## config.mk

```make
export PLATFORM = sky130hd
export DESIGN_NAME = voice_allocator_oldest_steal
export DESIGN_NICKNAME = d
export VERILOG_FILES = /design/src/rtl/vaos_pkg.sv /design/src/rtl/voice_allocator_oldest_steal.sv
export SDC_FILE = /design/constraint.sdc
export NUM_CORES = 1
export LEC_CHECK = 0
export BUFFER_PORTS_ARGS = -buffer_cell sky130_fd_sc_hd__buf_4
export CAP_MARGIN = 20
export CORE_AREA = 2 2 228 174
export DETAILED_ROUTE_END_ITERATION = 12
export DIE_AREA = 0 0 230 176
export MAX_ROUTING_LAYER = met4
export PLACE_DENSITY = 0.66
export SYNTH_ARGS = -nofsm -noshare
export SYNTH_HDL_FRONTEND = slang
export SYNTH_SLANG_ARGS = --single-unit
```

## constraint.sdc

```tcl
create_clock -name i_clk -period 13.7 [get_ports i_clk]
set_clock_uncertainty 0.2 [all_clocks]
set_input_delay 2.055 -clock i_clk [delete_from_list [all_inputs] [get_ports i_clk]]
set_output_delay 2.055 -clock i_clk [all_outputs]
set_load 0.05 [all_outputs]
```

## src/rtl/vaos_pkg.sv

```systemverilog
// Package for the voice allocator: sizes, opcodes, state type and voice entry.
package vaos_pkg;

    // Number of voices and the index width that follows from it
    localparam int VOICES  = 8;
    localparam int VW      = (VOICES > 1) ? $clog2(VOICES) : 1;
    localparam int STAMP_W = 32;

    // Event opcodes
    localparam logic [1:0] OP_NOTE_ON   = 2'd0;
    localparam logic [1:0] OP_NOTE_OFF  = 2'd1;
    localparam logic [1:0] OP_VOICE_END = 2'd2;

    localparam logic [STAMP_W-1:0] STAMP_MAX = '1;

    // Sequencer states
    typedef enum logic [1:0] {
        S_IDLE,
        S_SCAN,
        S_DRAIN,
        S_DONE
    } t_state;

    // One voice as held in the voice memory
    typedef struct packed {
        logic [6:0]         note;
        logic [7:0]         velocity;
        logic [STAMP_W-1:0] stamp;
    } t_entry;

endpackage

```

## src/rtl/voice_allocator_oldest_steal.sv

```systemverilog
// Voice allocator with oldest-voice stealing, voice data held in one memory.
//
//  channel  | valid        | stall        | payload
//  ---------+--------------+--------------+---------------------------------------------
//  in       | i_in_valid   | o_in_stall   | i_opcode i_note i_velocity i_voice_index
//  out      | o_out_valid  | i_out_stall  | o_assigned_voice o_stolen o_released_mask
//           |              |              | o_active_mask
//
// Note on with an idle voice, voice finished and unused opcodes go from idle to done;
// note off and note on with every voice busy go through scan and drain before done;
// the voice memory is read one entry a cycle through its single read port.
// One word is worked on at a time; the next is taken once the result is in the
// output register, even while that register is still stalled.
// Synchronous reset clears all voice activity and the stamp counter; no memory sweep.
module voice_allocator_oldest_steal (
    input  logic       i_clk,
    input  logic       i_rst_n,
    input  logic       i_in_valid,
    output logic       o_in_stall,
    input  logic [1:0] i_opcode,
    input  logic [6:0] i_note,
    input  logic [7:0] i_velocity,
    input  logic [2:0] i_voice_index,
    output logic       o_out_valid,
    input  logic       i_out_stall,
    output logic [2:0] o_assigned_voice,
    output logic       o_stolen,
    output logic [7:0] o_released_mask,
    output logic [7:0] o_active_mask
);
    import vaos_pkg::*;

    // Voice memory: note, velocity and stamp per voice
    t_entry mem [VOICES];

    t_state              r_state, n_state;
    logic [VOICES-1:0]   r_on;
    logic [STAMP_W-1:0]  r_stamp;

    // Latched input word
    logic [1:0]          r_op;
    logic [6:0]          r_note;
    logic [7:0]          r_vel;
    logic [2:0]          r_vidx;

    // Scan pipeline
    logic [VW-1:0]       r_addr;
    logic                r_rd_vld;
    logic [VW-1:0]       r_rd_idx;
    t_entry              r_rd_data;
    logic [VW-1:0]       r_best_idx;
    logic [STAMP_W-1:0]  r_best_stamp;
    logic [VOICES-1:0]   r_rel;

    // Output register
    logic                r_out_valid;
    logic [2:0]          r_out_voice;
    logic                r_out_stolen;
    logic [7:0]          r_out_rel;
    logic [7:0]          r_out_act;

    logic                in_acc;
    logic                out_free;
    logic                rd_en;
    logic                done_fire;
    logic                scan_last;
    logic                all_busy;
    logic [VW-1:0]       free_idx;
    logic [VW-1:0]       target;
    logic                vidx_ok;
    logic [VW-1:0]       vidx_w;
    logic                wr_en;
    logic [VOICES-1:0]   rel;
    logic [VOICES-1:0]   set;
    logic [VOICES-1:0]   n_on;
    logic [STAMP_W-1:0]  n_stamp;

    assign in_acc    = i_in_valid && !o_in_stall;
    assign out_free  = !r_out_valid || !i_out_stall;
    assign scan_last = (r_addr == VW'(VOICES - 1));
    assign all_busy  = &r_on;

    // Lowest idle voice
    always_comb begin
        free_idx = '0;
        for (int i = VOICES - 1; i >= 0; i--) begin
            if (!r_on[i]) begin
                free_idx = VW'(i);
            end
        end
    end

    assign target  = all_busy ? r_best_idx : free_idx;
    assign vidx_ok = (32'(r_vidx) < VOICES);
    assign vidx_w  = VW'(r_vidx);

    // Next state
    always_comb begin
        n_state = r_state;
        unique case (r_state)
            S_IDLE: begin
                if (i_in_valid) begin
                    if (i_opcode == OP_NOTE_OFF || (i_opcode == OP_NOTE_ON && &r_on)) begin
                        n_state = S_SCAN;
                    end else begin
                        n_state = S_DONE;
                    end
                end
            end
            S_SCAN: begin
                if (scan_last) begin
                    n_state = S_DRAIN;
                end
            end
            S_DRAIN: n_state = S_DONE;
            S_DONE: begin
                if (out_free) begin
                    n_state = S_IDLE;
                end
            end
            default: n_state = S_IDLE;
        endcase
    end

    // Control outputs of the sequencer
    always_comb begin
        o_in_stall = 1'b1;
        rd_en      = 1'b0;
        done_fire  = 1'b0;
        unique case (r_state)
            S_IDLE:  o_in_stall = 1'b0;
            S_SCAN:  rd_en      = 1'b1;
            S_DRAIN: ;
            S_DONE:  done_fire  = out_free;
            default: ;
        endcase
    end

    // Effect of the word at completion
    always_comb begin
        rel   = '0;
        set   = '0;
        wr_en = 1'b0;
        case (r_op)
            OP_NOTE_ON: begin
                set[target] = 1'b1;
                wr_en       = done_fire;
            end
            OP_NOTE_OFF: rel = r_rel;
            OP_VOICE_END: begin
                if (vidx_ok) begin
                    rel[vidx_w] = r_on[vidx_w];
                end
            end
            default: ;
        endcase
        n_on    = (r_on & ~rel) | set;
        n_stamp = r_stamp;
        if (r_op == OP_NOTE_ON && r_stamp != STAMP_MAX) begin
            n_stamp = r_stamp + 1'b1;
        end
    end

    // Voice memory write; sequencer keeps reads and writes apart in time
    always_ff @(posedge i_clk) begin
        if (wr_en) begin
            mem[target] <= '{note: r_note, velocity: r_vel, stamp: r_stamp};
        end
    end

    // Voice memory read, registered
    always_ff @(posedge i_clk) begin
        if (rd_en) begin
            r_rd_data <= mem[r_addr];
        end
    end

    // Sequencer and control registers
    always_ff @(posedge i_clk) begin
        if (!i_rst_n) begin
            r_state     <= S_IDLE;
            r_on        <= '0;
            r_stamp     <= '0;
            r_rd_vld    <= 1'b0;
            r_out_valid <= 1'b0;
        end else begin
            r_state  <= n_state;
            r_rd_vld <= rd_en;
            if (done_fire) begin
                r_on        <= n_on;
                r_stamp     <= n_stamp;
                r_out_valid <= 1'b1;
            end else if (!i_out_stall) begin
                r_out_valid <= 1'b0;
            end
        end
    end

    // Input word latch and scan address
    always_ff @(posedge i_clk) begin
        if (in_acc) begin
            r_op   <= i_opcode;
            r_note <= i_note;
            r_vel  <= i_velocity;
            r_vidx <= i_voice_index;
            r_addr <= '0;
        end else if (rd_en) begin
            r_addr <= r_addr + 1'b1;
        end
        r_rd_idx <= r_addr;
    end

    // Scan evaluation: oldest stamp and matching notes
    always_ff @(posedge i_clk) begin
        if (in_acc) begin
            r_rel <= '0;
        end else if (r_rd_vld) begin
            if (r_rd_idx == '0 || r_rd_data.stamp < r_best_stamp) begin
                r_best_idx   <= r_rd_idx;
                r_best_stamp <= r_rd_data.stamp;
            end
            if (r_op == OP_NOTE_OFF && r_on[r_rd_idx] && r_rd_data.note == r_note) begin
                r_rel[r_rd_idx] <= 1'b1;
            end
        end
    end

    // Output word register
    always_ff @(posedge i_clk) begin
        if (done_fire) begin
            r_out_voice  <= (r_op == OP_NOTE_ON) ? 3'(target) : 3'd0;
            r_out_stolen <= (r_op == OP_NOTE_ON) && all_busy;
            r_out_rel    <= 8'(rel);
            r_out_act    <= 8'(n_on);
        end
    end

    assign o_out_valid      = r_out_valid;
    assign o_assigned_voice = r_out_voice;
    assign o_stolen         = r_out_stolen;
    assign o_released_mask  = r_out_rel;
    assign o_active_mask    = r_out_act;

endmodule

```

==> results of run 1 <==
[metal layers]
metal / up-vias / share of wire, %
li1: 4426 / -
met1: 4993 / 45
met2: 295 / 46
met3: 51 / 6.7
met4: 0 / 2.0
met5: - / 0
[power by group through the flow]
stage	clock [µW]	combinational, µW	sequential, µW
CTS	1220	530	1820
detailed placement	0	525	1850
finish	1200	520	1820
global placement	0	520	1850
global route	1280	575	1840
floorplan	0	400	1810
[kinds of logic after synthesis]
group,Yosys count,share of synthesized area (%)
multiplexers,130,12.30
AND/OR/NAND/NOR,198,5.416
adder cells (fa/ha/maj),42,2.777
XOR/XNOR,8,0.3703
flip-flops,476,72.47
buffers and inverters,106,2.136
AO/OA/AOI/OAI,129,4.530
[layout make-up]
cell class,instances,share of cell area (%)
multi-input combinational,507,22.77
clock buffer,63,5.991
tap,512,3.010
clock inverter,19,0.6644
sequential,476,64.48
inverter,63,1.111
timing repair buffer,56,1.976
[metrics by stage]
stage | total power, µW | util [%] | std cells | setup slack, ns | hold WS [ns]
after global routing | 3689 | 55.98 | 1696 | 8.804 | 0.2765
after detailed placement | 2377 | 52.26 | 1614 | 8.396 | 0.2463
after floorplan | 2215 | - | 1089 | 7.543 | 0.1529
final | 3535 | 55.98 | 1696 | 8.992 | 0.2507
after global placement | 2367 | 52.26 | 1614 | 8.443 | 0.2400
after CTS | 3572 | 55.98 | 1696 | 8.984 | 0.2574
[worst paths after layout]
check | to | startpoint | cells past startpoint | slack [ns]
max | mem[2][41] | i_out_stall | 8 | 8.99
min reg2reg | r_best_stamp[31] | r_rd_data[31] | 0 | 0.25
max reg2reg | mem[2][41] | r_state[1] | 8 | 10.04
min | r_best_stamp[31] | r_rd_data[31] | 0 | 0.25
[placed cells by master (no fill, tap or decap), drive strengths merged, types with 19 or more instances in the layout]
master	count
clkbuf	63
nor2	37
mux4	78
mux2	40
inv	64
nand2	56
a21oi	39
buf	56
dfxtp	58
nand3	19
o21ai	22
ha	42
edfxtp	418
[worst register-to-register path, delay by kind of cell, from the launching register on]
family / cells / cell delay [ns]
flops: 1 / 0.38
fa+ha+maj: 1 / 0.20
compound gates: 1 / 0.33
simple gates: 3 / 0.81
buf+inv: 3 / 1.39
[flip-flops by register name, summed over array words and instances (netlist names), 7 cells and up]
| register | count |
|---|---|
| mem | 312 |
| r_rd_data | 39 |
| r_best_stamp | 32 |
| r_stamp | 32 |
| o_active_mask | 8 |
| o_released_mask | 8 |
| r_on | 8 |
| r_rel | 8 |
| r_note | 7 |
[synthesized netlist by cell type, types with 3 or more instances]
master and count:
edfxtp_1 418, mux4_2 78, inv_1 60, dfxtp_1 58
nand2_1 56, ha_1 42, mux2_2 40, a21oi_1 39
nor2_1 37, clkbuf_1 31, o21ai_0 22, nand3_1 19
or4_1 16, o31ai_1 15, nand2b_1 13, mux2i_1 12
nand4_1 12, nor3_1 10, or3_1 9, a32o_1 8
o21a_1 8, buf_1 7, nor4_1 7, o211ai_1 6
buf_2 5, xnor2_1 5, a211oi_1 4, a22o_1 4
nor2b_1 4, a221oi_1 3, a31oi_1 3, and2_1 3
xor2_1 3
==> impl_results.md, run 1 <==
- Seq/Total Area, Yosys: 72.47%
- Clock Power Share: 33.9%
- Predominant post-synthesis flop cell: edfxtp_1
- Final hold vios: 0
- CTS tree: done
- Post-synth top area cell: edfxtp_1
- First-pass GRT wire length: 58,240 µm
- Max-slew violations: 0
- HPWL Detailed: 21,660 µm
- Diodes inserted: 0
- Synth warnings: 0
- Core ar.: 0.03801 mm²
- Vias in the first global route: 9,898
- Peak supply drop: 126.3 µV
- Critical Path AT: 4.71 ns
- Final count of negative-setup-slack endpoints: 0
- Max FO, Critical Path: 22
- Tmin final: 4.708 ns
- Register Area: 0.01372 mm²
- Placed inst area: 0.01986 mm²
- Comb power frac: 14.7%
- Die area: 0.04048 mm²
- Initial antenna violation count: 0
- RSZ-0062 raised after global routing: no
- Routed vias: 9,765
- Remaining global-route overflow: 0
- Async SR Flop Fraction: 0%
- Avg Cell Area, Syn: 17.38 µm²
- Wire length per cell: 22.16 µm
- Largest delay contributor family on the critical path: buffers and inverters
- Area of the multi-input gates: 0.004845 mm²
- Cts bufs inserted: 44
- Row Count: 62
- Cell Area, Synth: 0.01892 mm²
- IO buf count: 37
- DRT antenna net count: 0
- M1 GR Usage: 27.57%
- Met3 GRT Util: 3.795%
- Max transition margin: 35.23%
- Yosys top cell area share: 66.34%
- Die H: 176 µm
- Crit Path Class: in2reg
- # fillers: 2,902
- Worst setup SP type: input pin
- Synth area leaders: edfxtp_1, mux4_2, dfxtp_1, ha_1, mux2_2
- CTS Buffer Depth: 3
- Max-Cap Viols: 0
- Die width: 230 µm
- Req. time, crit path: 13.71 ns
- GR Layer Usage met2: 29.47%
- Finished Cell Area: 0.02128 mm²
- Total global-route track usage: 19.59%
- Switch Pwr: 901.5 µW
- Power Density: 166.1 mW/mm²
- Largest stage delay, worst path: 0.52 ns
- Clock latency on the worst-skew pair: 0.56 ns
- Tightest Pin Transition: 0.9656 ns
- Fmax: 212.4 MHz
- Final Cycle Share: 34.36%
- Synth-to-Final Area Change: 12.46%
- Flops & latches, synth: 476
- Resized Gates After CTS: 0
- Hold Crit Class: reg2reg
- Clock slew at reported path FFs: 0.06 ns
- Distinct cells, synth: 58
- Int Pwr: 2633 µW
- Largest net degree at the start of global routing: 50
- Final #Nets: 1,214
- Sw frac: 25.50%
- Grt peak-use layer: met2
- Detailed Route WL: 37,580 µm
- Element type at the critical path end: flop
- Number of flops mapped to enable cells by yosys: 418
- Syn nets: 1,155
- Clock sink total: 476
- # IOs: 46
- CTS H-Tree Depth: 2
- Cells after Synth: 1,089
- Leak: 0.007282 µW
- Slowest cell on the critical path: inv_2
- Sequential share of power: 51.4%
- DRC: 0
- GPL Wtd Cong: 0.8672
- Total setup buffers inserted after CTS: 0
- Drt initial violations: 948
- WP buf/inv: 4
- Hold Buf Count CTS: 0
- Initial core utilization: 49.78%
- Clock root cell: clkbuf_16
- Status: completed
- Share of layout cells above drive strength 1: 22.38%
- CP cell instances: buf_4 > a21bo_2 > inv_2 > nand2_1 > nor2_1 > nand3_1 > inv_2 > buf_4
- DRT Pass-1 Iters: 5
- TNS Setup: 0 ns
- Vias/cell: 5.758
Note: power is estimated with default switching activity, not from simulation.
==> run 2: changes to the inputs <==
==> constraint.sdc (replaced) <==
create_clock -name i_clk -period 4.5 [get_ports i_clk]
set_clock_uncertainty 0.2 [all_clocks]
set_input_delay 0.675 -clock i_clk [delete_from_list [all_inputs] [get_ports i_clk]]
set_output_delay 0.675 -clock i_clk [all_outputs]
set_load 0.05 [all_outputs]
==> run 2 against run 1 <==
Count of clock-buffer cells in the layout shrank 12. Wire length fell by 1.1%. Critical path depth unchanged. Sequential power increased to 3.0 times the previous value. Flip-flop and latch count stayed put. Final cell count up 0.24%. Via count is 0.27% lower. Clock power grew to 3.2 times the previous value. Hold slack got worse by 0.14 ns. First-iteration DRC count fell by 7.2%. Largest cell class unchanged. Non-clock buffer count is 8 higher. Critical endpoint is now r_stamp[28].
==> impl_results.md, run 2 (synthesis gave the netlist of run 1 again) <==
- Status: completed
- Clock slew at reported path FFs: 0.06 ns
- Total power: 10,980 µW
- Resized Gates After CTS: 0
- Crit Path Class: reg2reg
- Tmin final: 3.207 ns
- RSZ-0062 raised after global routing: no
- HPWL Detailed: 21,640 µm
- Max-Cap Viols: 0
- Req. time, crit path: 4.78 ns
- Element type at the critical path end: flop
- Int Pwr: 8251 µW
- Final #Nets: 1,222
- Worst setup SP type: flop
- Remaining global-route overflow: 0
- Hold Crit Class: in2reg
- Hold_ws: 0.1081 ns
- Switch Pwr: 2724 µW
- Max FO, Critical Path: 22
- Largest net degree at the start of global routing: 43
- Routed vias: 9,739
- Tightest Pin Transition: 0.9656 ns
- Drt initial violations: 880
- Core ar.: 0.03801 mm²
- Detailed Route WL: 37,170 µm
- Register bank with the most flops: mem
- TNS Setup: 0 ns
- Power Density: 512.1 mW/mm²
- Clock sink total: 476
- Die H: 176 µm
- # IOs: 46
- Met3 GRT Util: 3.085%
- Crit path top cell by count: or4_1
- Synth-to-Final Area Change: 13.26%
- DRC: 0
- CTS Buffer Depth: 3
- Total global-route track usage: 19.34%
- Commonest cells after routing, fill and taps aside: edfxtp_1, mux4_2, buf_4
- Row Count: 62
- Total setup buffers inserted after CTS: 0
- Finished Cell Area: 0.02143 mm²
- Cts bufs inserted: 44
- Placed inst area: 0.01996 mm²
- IO buf count: 37
- Comb power frac: 15.1%
- CTS tree: done
- Clock Power Share: 34.5%
- Vias/cell: 5.729
- Max transition margin: 35.63%
- GR Layer Usage met2: 28.31%
- Die width: 230 µm
- # fillers: 2,935
- Register Area: 0.01372 mm²
- DRT Pass-1 Iters: 5
- DRT antenna net count: 0
- Leak: 0.007078 µW
- Sw frac: 24.82%
- Most common cell after layout, fill and taps aside: edfxtp_1
- Die area: 0.04048 mm²
- Grt peak-use layer: met1
- Max reg flops: 312
- Initial core utilization: 49.78%
- Largest regs: mem x312, r_rd_data x39
- CTS H-Tree Depth: 2
- Peak supply drop: 310.3 µV
- CP cell instances: ha_1 > a21bo_2 > inv_2 > nand2_1 > buf_4 > or4_1 > or4_1 > a21oi_1
- Diodes inserted: 0
- Largest stage delay, worst path: 0.67 ns
- Area of the multi-input gates: 0.004845 mm²
- Slowest cell on the critical path: or4_1
- Clock root cell: clkbuf_16
- Max-slew violations: 0
- Clock latency on the worst-skew pair: 0.55 ns
- Initial antenna violation count: 0
- Hold Buf Count CTS: 0
- GPL Wtd Cong: 0.8644
- M1 GR Usage: 28.73%
- Critical Path AT: 3.49 ns
- Final hold vios: 0
- First-pass GRT wire length: 57,480 µm
- Sequential share of power: 50.5%
- Fmax: 311.8 MHz
- Final count of negative-setup-slack endpoints: 0
- Fin cells: 1,700
- Vias in the first global route: 9,700
- Wire length per cell: 21.87 µm
- Final Cycle Share: 71.27%
- Share of layout cells above drive strength 1: 22.73%
- Placed cells: 1,622
run 2: power groups by stage:
| stage | combinational [µW] | clock [µW] | sequential (µW) |
|---|---|---|---|
| 6_report | 1650 | 3780 | 5540 |
| 5_1_grt | 1810 | 4020 | 5590 |
| 4_1_cts | 1680 | 3860 | 5550 |
| 3_5_place_dp | 1670 | 0 | 5640 |
| 3_3_place_gp | 1650 | 0 | 5630 |
| 2_1_floorplan | 1260 | 0 | 5530 |
run 2: metrics by stage:
step | setup slack (ns) | utilization (%)
after global placement | 1.128 | 52.51
after detailed placement | 1.088 | 52.51
after floorplan | -0.2772 | -
after CTS | 1.330 | 56.38
final | 1.293 | 56.38
after global routing | 1.127 | 56.38
run 2: worst paths after layout:
kind / cells past startpoint / endpoint / slack (ns) / startpoint
max reg2reg: 8 / r_stamp[28] / 1.29 / r_state[1]
min: 1 / r_note[2] / 0.11 / i_note[2]
max: 8 / r_stamp[28] / 1.29 / r_state[1]
min reg2reg: 0 / r_best_stamp[13] / 0.26 / r_rd_data[13]
run 2: critical path, delay by kind of cell (launching register included):
kind,cells,cell delay (ns)
AO/OA/AOI/OAI,2,0.48
adder cells (fa/ha/maj),1,0.20
buffers and inverters,2,0.58
flip-flops,1,0.38
AND/OR/NAND/NOR,3,1.28
run 2: area by class of cell:
type,count,share of cell area [%]
well taps,512,2.989
flip-flops and latches,476,64.03
inverters,63,1.103
repair buffers,64,2.417
clock buffers,51,5.500
clock inverters,27,1.355
multi-input cells,507,22.61
run 2: metal layers:
| layer | up-vias | share of wire [%] |
|---|---|---|
| met3 | 64 | 4.8 |
| met2 | 249 | 45 |
| met4 | 0 | 2.0 |
| li1 | 4429 | - |
| met5 | - | 0 |
| met1 | 4997 | 48 |
